**src/rtl/brcs_pkg.sv**
```systemverilog
package brcs_pkg;

  // Field widths of the request and of each piece.
  localparam int unsigned OFF_W      = 48;
  localparam int unsigned LEN_W      = 48;
  localparam int unsigned CHUNK_W    = 31;
  localparam int unsigned IN_DATA_W  = 96;
  localparam int unsigned OUT_DATA_W = 112;
  localparam int unsigned BIT_CNT_W  = 6;

  localparam logic [CHUNK_W-1:0] CHUNK_RESET = 31'd65536;

  typedef enum logic [1:0] {
    ST_IDLE,
    ST_DIV,
    ST_EMIT
  } state_t;

endpackage

```
**src/rtl/byte_range_chunk_splitter_core.sv**
```systemverilog
// After a request is accepted, its start offset is divided by the chunk size bit-serially,
// and then its pieces are loaded into the master-side output register in order.
// A new request is taken only once the last piece of the previous one is in the output
// register, or once an empty range on a chunk boundary has been found to touch no chunk.
// Reset (rst, synchronous, active high) empties the output register, returns the
// sequencer to idle and sets the chunk size register to 65536.
module byte_range_chunk_splitter_core
  import brcs_pkg::*;
#(
  parameter int unsigned MAX_SEGMENTS = 64
) (
  input  logic                  clk,
  input  logic                  rst,
  // Configuration: the chunk size in bytes.
  input  logic                  cfg_valid,
  output logic                  cfg_ready,
  input  logic [CHUNK_W-1:0]    cfg_data,
  // Requests.
  input  logic                  s_axis_tvalid,
  output logic                  s_axis_tready,
  input  logic [IN_DATA_W-1:0]  s_axis_tdata,   // [47:0] start_offset, [95:48] range_length
  // Pieces.
  output logic                  m_axis_tvalid,
  input  logic                  m_axis_tready,
  output logic [OUT_DATA_W-1:0] m_axis_tdata,   // [47:0] chunk_number, [78:48] offset_in_chunk,
                                                // [109:79] piece_length, [111:110] zero
  output logic                  m_axis_tlast,   // last_piece
  output logic [0:0]            m_axis_tuser    // [0] truncated
);

  localparam int unsigned SEG_W = (MAX_SEGMENTS > 1) ? $clog2(MAX_SEGMENTS) : 1;

  state_t state, state_next;

  logic [CHUNK_W-1:0]    chunk_bytes;
  logic [BIT_CNT_W-1:0]  bit_cnt, bit_cnt_next;
  // The quotient register first holds the start offset, shifted out from the top one bit
  // per cycle while quotient bits enter at the bottom. During emission it is the
  // chunk number of the next piece.
  logic [OFF_W-1:0]      quo, quo_next;
  logic [CHUNK_W-1:0]    rem, rem_next;
  logic [LEN_W-1:0]      remaining, remaining_next;
  logic [SEG_W-1:0]      seg_cnt, seg_cnt_next;

  logic                  m_valid_next;
  logic [OUT_DATA_W-1:0] m_data_next;
  logic                  m_last_next;
  logic                  m_user_next;

  // Division step and piece arithmetic.
  logic [CHUNK_W-1:0]    csize;
  logic [CHUNK_W:0]      rem_acc;
  logic [CHUNK_W:0]      rem_sub;
  logic                  rem_ge;
  logic [CHUNK_W-1:0]    poff;
  logic [CHUNK_W-1:0]    room;
  logic [CHUNK_W-1:0]    plen;
  logic [LEN_W-1:0]      rem_after;
  logic                  at_limit;
  logic                  fin;
  logic                  cut;
  logic                  out_free;

  // A chunk size of zero behaves as a chunk size of one.
  assign csize = (chunk_bytes == '0) ? CHUNK_W'(1) : chunk_bytes;

  // Restoring division, one quotient bit per cycle. The partial remainder stays below
  // csize, so only the compare and subtract of 32 bits sit in this path.
  assign rem_acc = {rem, quo[OFF_W-1]};
  assign rem_sub = rem_acc - {1'b0, csize};
  assign rem_ge  = (rem_acc >= {1'b0, csize});

  // Only the first piece of a request starts inside its chunk.
  assign poff      = (seg_cnt == '0) ? rem : '0;
  assign room      = csize - poff;
  assign plen      = (remaining < LEN_W'(room)) ? remaining[CHUNK_W-1:0] : room;
  assign rem_after = remaining - LEN_W'(plen);
  assign at_limit  = (seg_cnt == SEG_W'(MAX_SEGMENTS - 1));
  assign fin       = (rem_after == '0) || at_limit;
  assign cut       = (rem_after != '0) && at_limit;

  // The output register can take a new piece when it is empty or being drained.
  assign out_free = !m_axis_tvalid || m_axis_tready;

  // Configuration must be written only while no request is in flight; the core itself does not enforce this.
  assign cfg_ready     = 1'b1;
  assign s_axis_tready = (state == ST_IDLE);

  always_comb begin
    state_next     = state;
    bit_cnt_next   = bit_cnt;
    quo_next       = quo;
    rem_next       = rem;
    remaining_next = remaining;
    seg_cnt_next   = seg_cnt;
    m_valid_next   = m_axis_tvalid;
    m_data_next    = m_axis_tdata;
    m_last_next    = m_axis_tlast;
    m_user_next    = m_axis_tuser[0];

    if (m_axis_tvalid && m_axis_tready) begin
      m_valid_next = 1'b0;
    end

    unique case (state)
      ST_IDLE: begin
        if (s_axis_tvalid) begin
          quo_next       = s_axis_tdata[OFF_W-1:0];
          remaining_next = s_axis_tdata[OFF_W+LEN_W-1:OFF_W];
          rem_next       = '0;
          bit_cnt_next   = '0;
          seg_cnt_next   = '0;
          state_next     = ST_DIV;
        end
      end
      ST_DIV: begin
        quo_next     = {quo[OFF_W-2:0], rem_ge};
        rem_next     = rem_ge ? rem_sub[CHUNK_W-1:0] : rem_acc[CHUNK_W-1:0];
        bit_cnt_next = bit_cnt + BIT_CNT_W'(1);
        if (bit_cnt == BIT_CNT_W'(OFF_W - 1)) begin
          state_next = ST_EMIT;
        end
      end
      ST_EMIT: begin
        if ((seg_cnt == '0) && (remaining == '0) && (rem == '0)) begin
          // An empty range on a chunk boundary touches no chunk.
          state_next = ST_IDLE;
        end else if (out_free) begin
          m_valid_next   = 1'b1;
          m_data_next    = OUT_DATA_W'({plen, poff, quo});
          m_last_next    = fin;
          m_user_next    = cut;
          remaining_next = rem_after;
          quo_next       = quo + OFF_W'(1);
          seg_cnt_next   = seg_cnt + SEG_W'(1);
          if (fin) begin
            state_next = ST_IDLE;
          end
        end
      end
      default: begin
        state_next = ST_IDLE;
      end
    endcase
  end

  always_ff @(posedge clk) begin
    if (rst) begin
      state <= ST_IDLE;
    end else begin
      state <= state_next;
    end
  end

  always_ff @(posedge clk) begin
    if (rst) begin
      chunk_bytes   <= CHUNK_RESET;
      m_axis_tvalid <= 1'b0;
    end else begin
      if (cfg_valid && cfg_ready) begin
        chunk_bytes <= cfg_data;
      end
      m_axis_tvalid <= m_valid_next;
    end
  end

  // Datapath registers need no reset.
  always_ff @(posedge clk) begin
    bit_cnt         <= bit_cnt_next;
    quo             <= quo_next;
    rem             <= rem_next;
    remaining       <= remaining_next;
    seg_cnt         <= seg_cnt_next;
    m_axis_tdata    <= m_data_next;
    m_axis_tlast    <= m_last_next;
    m_axis_tuser[0] <= m_user_next;
  end

endmodule

```
**config.mk**
```make
export PLATFORM = sky130hd
export DESIGN_NAME = byte_range_chunk_splitter_core
export DESIGN_NICKNAME = d
export VERILOG_FILES = /design/src/rtl/brcs_pkg.sv /design/src/rtl/byte_range_chunk_splitter_core.sv
export SDC_FILE = /design/constraint.sdc
export NUM_CORES = 1
export LEC_CHECK = 0
export BUFFER_PORTS_ARGS = -buffer_cell sky130_fd_sc_hd__buf_2
export CORE_ASPECT_RATIO = 1.1
export CORE_UTILIZATION = 40
export DETAILED_ROUTE_END_ITERATION = 6
export GPL_ROUTABILITY_DRIVEN = 1
export GPL_TIMING_DRIVEN = 1
export SLEW_MARGIN = 20
export SYNTH_ARGS = -nofsm -noshare
export SYNTH_HDL_FRONTEND = slang
export SYNTH_SLANG_ARGS = --single-unit
```
**constraint.sdc**
```tcl
create_clock -name clk -period 28.1 [get_ports clk]
set_input_delay 1.405 -clock clk [delete_from_list [all_inputs] [get_ports clk]]
set_output_delay 1.405 -clock clk [all_outputs]
set_load 0.005 [all_outputs]
```
Yosys cells after proc, flatten, opt, wreduce, memory -nomap -nowiden
Index checks and enable logic that the tools add are counted.
{"block": "totals", "in_bits": 132, "output_inout_bits": 117, "reg_bits": 285}
{"block": "classes", "eq_ne": 10, "reduce_logical": 22, "muxes": 29, "order_cmp": 2, "bitwise_logic": 1, "n_addsub": 6}
{"cell": "$mux W48", "n": 6}
{"cell": "$mux W31", "n": 5}
{"cell": "$pmux W48 S3", "n": 1}
{"cell": "$logic_not A48 Y1", "n": 2}
{"cell": "$pmux W48 S2", "n": 1}
{"cell": "$logic_not A31 Y1", "n": 2}
{"cell": "$pmux W31 S2", "n": 1}
{"cell": "$sub A31 B31 Y31", "n": 2}
{"cell": "$add A48 B1 Y48 const B", "n": 1}
{"cell": "$lt A48 B31 Y1", "n": 1}
{"cell": "$reduce_bool A48 Y1", "n": 1}
{"cell": "$sub A48 B31 Y48", "n": 1}
{"cell": "$ge A32 B31 Y1", "n": 1}
{"cell": "$pmux W6 S2", "n": 2}
{"cell": "$mux W6", "n": 3}
{"cell": "$add A6 B1 Y6 const B", "n": 2}
{"cell": "$eq A6 B6 Y1 const B", "n": 2}
{"cell": "$reduce_and A4 Y1", "n": 3}
{"cell": "$mux W2", "n": 5}
{"cell": "$ne A2 B2 Y1 const B", "n": 4}
{"cell": "$logic_not A6 Y1", "n": 1}
{"cell": "$ne A3 B3 Y1 const B", "n": 2}
{"cell": "$pmux W2 S3", "n": 1}
{"cell": "$logic_and A1 B1 Y1", "n": 4}
{"cell": "11 further kinds", "n": 16}

Logic depth before layout (Yosys ltp)
{"block": "depth", "depth_word": 12, "depth_mapped": 49}

Least setup slack after synthesis
Ideal clock, no wire load.
{"block": "synth_timing", "kind": "register to register", "startpoint": "reg seg_cnt[2]", "endpoint": "reg state[0]", "synth_period_minus_slack_ps": 10483, "slack_ps": 17617, "stages_incl_launch_ff": 46, "arrival_ps": 10411, "t_required_ps": 28028, "path_buffers": 5, "path_cell_list": "edfxtp_1 nor4_1 and2_1 clkbuf_1 buf_1 nand2_1 ha_1 a21o_1 a21o_1 a21o_1 a211oi_1 o311ai_0 and2_1 o21ai_0 nand2b_1 a21oi_1 xnor2_1 inv_1 (+10 left out) clkbuf_1 mux2i_1 ha_1 a21o_1 a41o_1 o21ai_0 maj3_1 o32ai_1 maj3_1 maj3_1 a221o_1 a221o_2 a211oi_2 xnor2_1 nand4_1 or4_4 a21oi_4 mux2i_1"}
{"block": "synth_via", "elab_chain_len": 10, "elab_cells_between_ends": 16}
{"element": "start, declared", "line_no": "byte_range_chunk_splitter_core.sv:43", "text": "logic [SEG_W-1:0] seg_cnt, seg_cnt_next;"}
{"element": "start signal, assigned", "line_no": "byte_range_chunk_splitter_core.sv:173", "text": "seg_cnt <= seg_cnt_next;"}
{"element": "$logic_not A6 Y1", "line_no": "byte_range_chunk_splitter_core.sv:74, byte_range_chunk_splitter_core.sv:125"}
{"element": "$mux W31", "line_no": "byte_range_chunk_splitter_core.sv:74", "text": "assign poff = (seg_cnt == '0) ? rem : '0;"}
{"element": "$sub A31 B31 Y31", "line_no": "byte_range_chunk_splitter_core.sv:75", "text": "assign room = csize - poff;"}
{"element": "$lt A48 B31 Y1", "line_no": "byte_range_chunk_splitter_core.sv:76", "text": "assign plen = (remaining < LEN_W'(room)) ? remaining[CHUNK_W-1:0] : room;"}
{"element": "$mux W31", "line_no": "byte_range_chunk_splitter_core.sv:76"}
{"element": "$sub A48 B31 Y48", "line_no": "byte_range_chunk_splitter_core.sv:77", "text": "assign rem_after = remaining - LEN_W'(plen);"}
{"element": "$logic_not A48 Y1", "line_no": "byte_range_chunk_splitter_core.sv:79", "text": "assign fin = (rem_after == '0) || at_limit;"}
{"element": "$logic_or A1 B1 Y1", "line_no": "byte_range_chunk_splitter_core.sv:79"}
{"element": "$ne A3 B3 Y1 (no line)"}
{"element": "$reduce_and A4 Y1 (no line)"}
{"element": "end signal, assigned", "line_no": "byte_range_chunk_splitter_core.sv:151", "text": "state <= state_next;"}
{"element": "end, declared", "line_no": "byte_range_chunk_splitter_core.sv:33", "text": "state_t state, state_next;"}
Several ways; a longest one is shown, not always the timed one.
A chain may end at the register's enable or synchronous reset.

Final worst setup path
Same ends and word-level chain as after synthesis.

==> results.txt <==
kind of critical path = flop to flop
status = completed
final hold slack = 0.496 ns
register area share after synthesis = 0.383
FMAX = 84.7 MHz
Commonest cells post-synth = 306 x nor2_1, 251 x edfxtp_1, 207 x nand2_1
num ports = 249
Core Util, Final = 0.461
leakage = 9.58 nW
TritonCTS Buffers = 35
DIE HEIGHT = 245 um
Critical Path Stages = 38
register area = 8220 um^2
post-cts sizing count = 0
min-delay worst type = flop to flop
Pwr Total = 3.26 mW
crit path launch type = flop
PD cells = 134 nW/um^2
dpl cell area = 23200 um^2
fill count = 5146
Routed Antenna Nets = 0
arrival time worst endpoint = 12.26 ns
Starting DRT DRC Count = 1563
Final min period = 11.80 ns
reg2reg start = seg_cnt[2]
worst setup margin = 16.30 ns
vias in the first global route = 18800
Yosys reg bits = 285
Layout Cells excl Fill = 3286
GRT overflow = 0
Critical-path top delay cell = or4_4
Max VDD drop = 0.0573 mV
GPL Wtd Cong = 0.978
dpl hpwl = 56200 um
yosys synthesis warning count = 0
crit end category = flop
Reg clk slew, reported paths = 0.06 ns
cell accounting for the most synthesized area = edfxtp_1
largest net degree at the start of global routing = 97
Clock Path Buffers = 3
die area = 54600 um^2
CTS H-Tree Depth = 2
clk_lat worst skew = 0.55 ns
Core ar. = 52700 um^2
drt pass-1 iters = 5
CTS Root Buffer Type = clkbuf_16
cell family with most CP delay = compound AO/OA/AOI/OAI gates
Critical Path End = state[0]
Core Rows = 88
hold buffers post-CTS = 0
Pins Over Slew Limit = 0
Buf/Inv on CP = 2
Syn-to-layout area delta = 13.2%
Routed WL = 73100 um
Multi-input gate area = 12300 um^2
Max-Cap Viols = 0
Synth top area share = 0.351
count leader, synth = nor2_1
fin area = 24300 um^2
Final Hold Fails = 0
reg2reg path depth = 38
mean post-synth cell area = 8.83 um^2
crit path launch = seg_cnt[2]
Worst slew margin = 0.309
share of layout cells above drive strength 1 = 0.149
Clock Skews = 0.0189 ns
worst reg2reg path endpoint = state[0]
EDFF count, synth = 251
cells after synthesis = 2432
Initial Util = 0.407
Tightest Pin Transition = 1.04 ns
I/O Buffers = 245
drt drc = 0
part of the cycle the worst path needs = 0.420
Synth area leaders = edfxtp_1 35%, ha_1 6.1%, nor2_1 5.4%
CP max stage delay = 0.58 ns
TNS Setup = 0 ns
initial antenna violation count = 8
global-route wire length before repair = 112000 um
ys async rst share = 0
Data required, critical path = 28.56 ns
nets = 2825
Post CTS Setup Buffer Count = 0
Die Width = 223 um
Cell variety after synth = 100
post-place setup slack = 16.57 ns
hold wc startpoint = quo[47]
critical path peak fanout = 44
reg-to-reg slack, setup = 16.30 ns
Main synth FF type = edfxtp_1
Setup violations, final = 0
Via density = 5.93
Post-Place Cells = 3224
TritonCTS Sinks = 285
gr usage total = 0.264
unrepaired setup endpoints after global routing = no
DR vias = 19500
CTS tree = yes
Post-Synthesis Cell Area = 21500 um^2
wire per inst = 22.3 um
## per-layer routing
metal  vias up  GRT usage  wire length (um)
met5         -          0                86
met3       162     0.0491              4690
li1       9295          -                 -
met1      9296      0.330             30600
met2       713      0.449             34800
met4        14      0.102              2930
## area by class of cell
type,count,share of cell area
Antenna cell,1,0.000103
Clock buffer,45,0.0385
Clock inverter,16,0.00829
Inverter,125,0.0193
Multi-Input combinational cell,1878,0.505
Sequential cell,285,0.338
Tap cell,675,0.0348
Timing Repair Buffer,261,0.0554
## flip-flops by register name, indices dropped and copies added, names as in the netlist
name           count
chunk_bytes       31
m_axis_tlast       1
quo               48
state              2
m_axis_tvalid      1
m_axis_tuser       1
seg_cnt            6
bit_cnt            6
remaining         48
m_axis_tdata     110
rem               31
## how the worst min path moves through the flow
stage                       endpoint  slack [ns]  cells after the start
floorplan           m_axis_tdata[47]        0.45                      0
global placement    m_axis_tdata[47]        0.48                      0
detailed placement  m_axis_tdata[47]        0.48                      0
CTS                 m_axis_tdata[47]        0.49                      0
global route        m_axis_tdata[47]        0.51                      0
finish              m_axis_tdata[47]        0.50                      0
## logic make-up after synthesis
group	synth area share
and+or+nand+nor	0.205
other	0.000350
buffers and inverters	0.0493
muxes	0.0308
AOI/OAI and AO/OA	0.205
xor gates and xnor gates	0.0534
adders and majority gates	0.0732
DFF	0.383
## layout by cell type, fill, tap and decap left out, drive strengths merged, types with 47 or more instances in the layout
master,netlist,final
nor2,307,307
buf,34,261
edfxtp,251,251
nand2,207,207
a21oi,177,177
inv,125,126
o21ai,112,112
ha,104,104
nand3,81,81
xnor2,72,72
nor3,59,59
mux2i,47,47
## power by group
group	internal (mW)	switching, mW
combinational	0.700	1.22
sequential	0.690	0.187
clock	0.280	0.184
total	1.67	1.59
(Power assumes the default switching activity.)
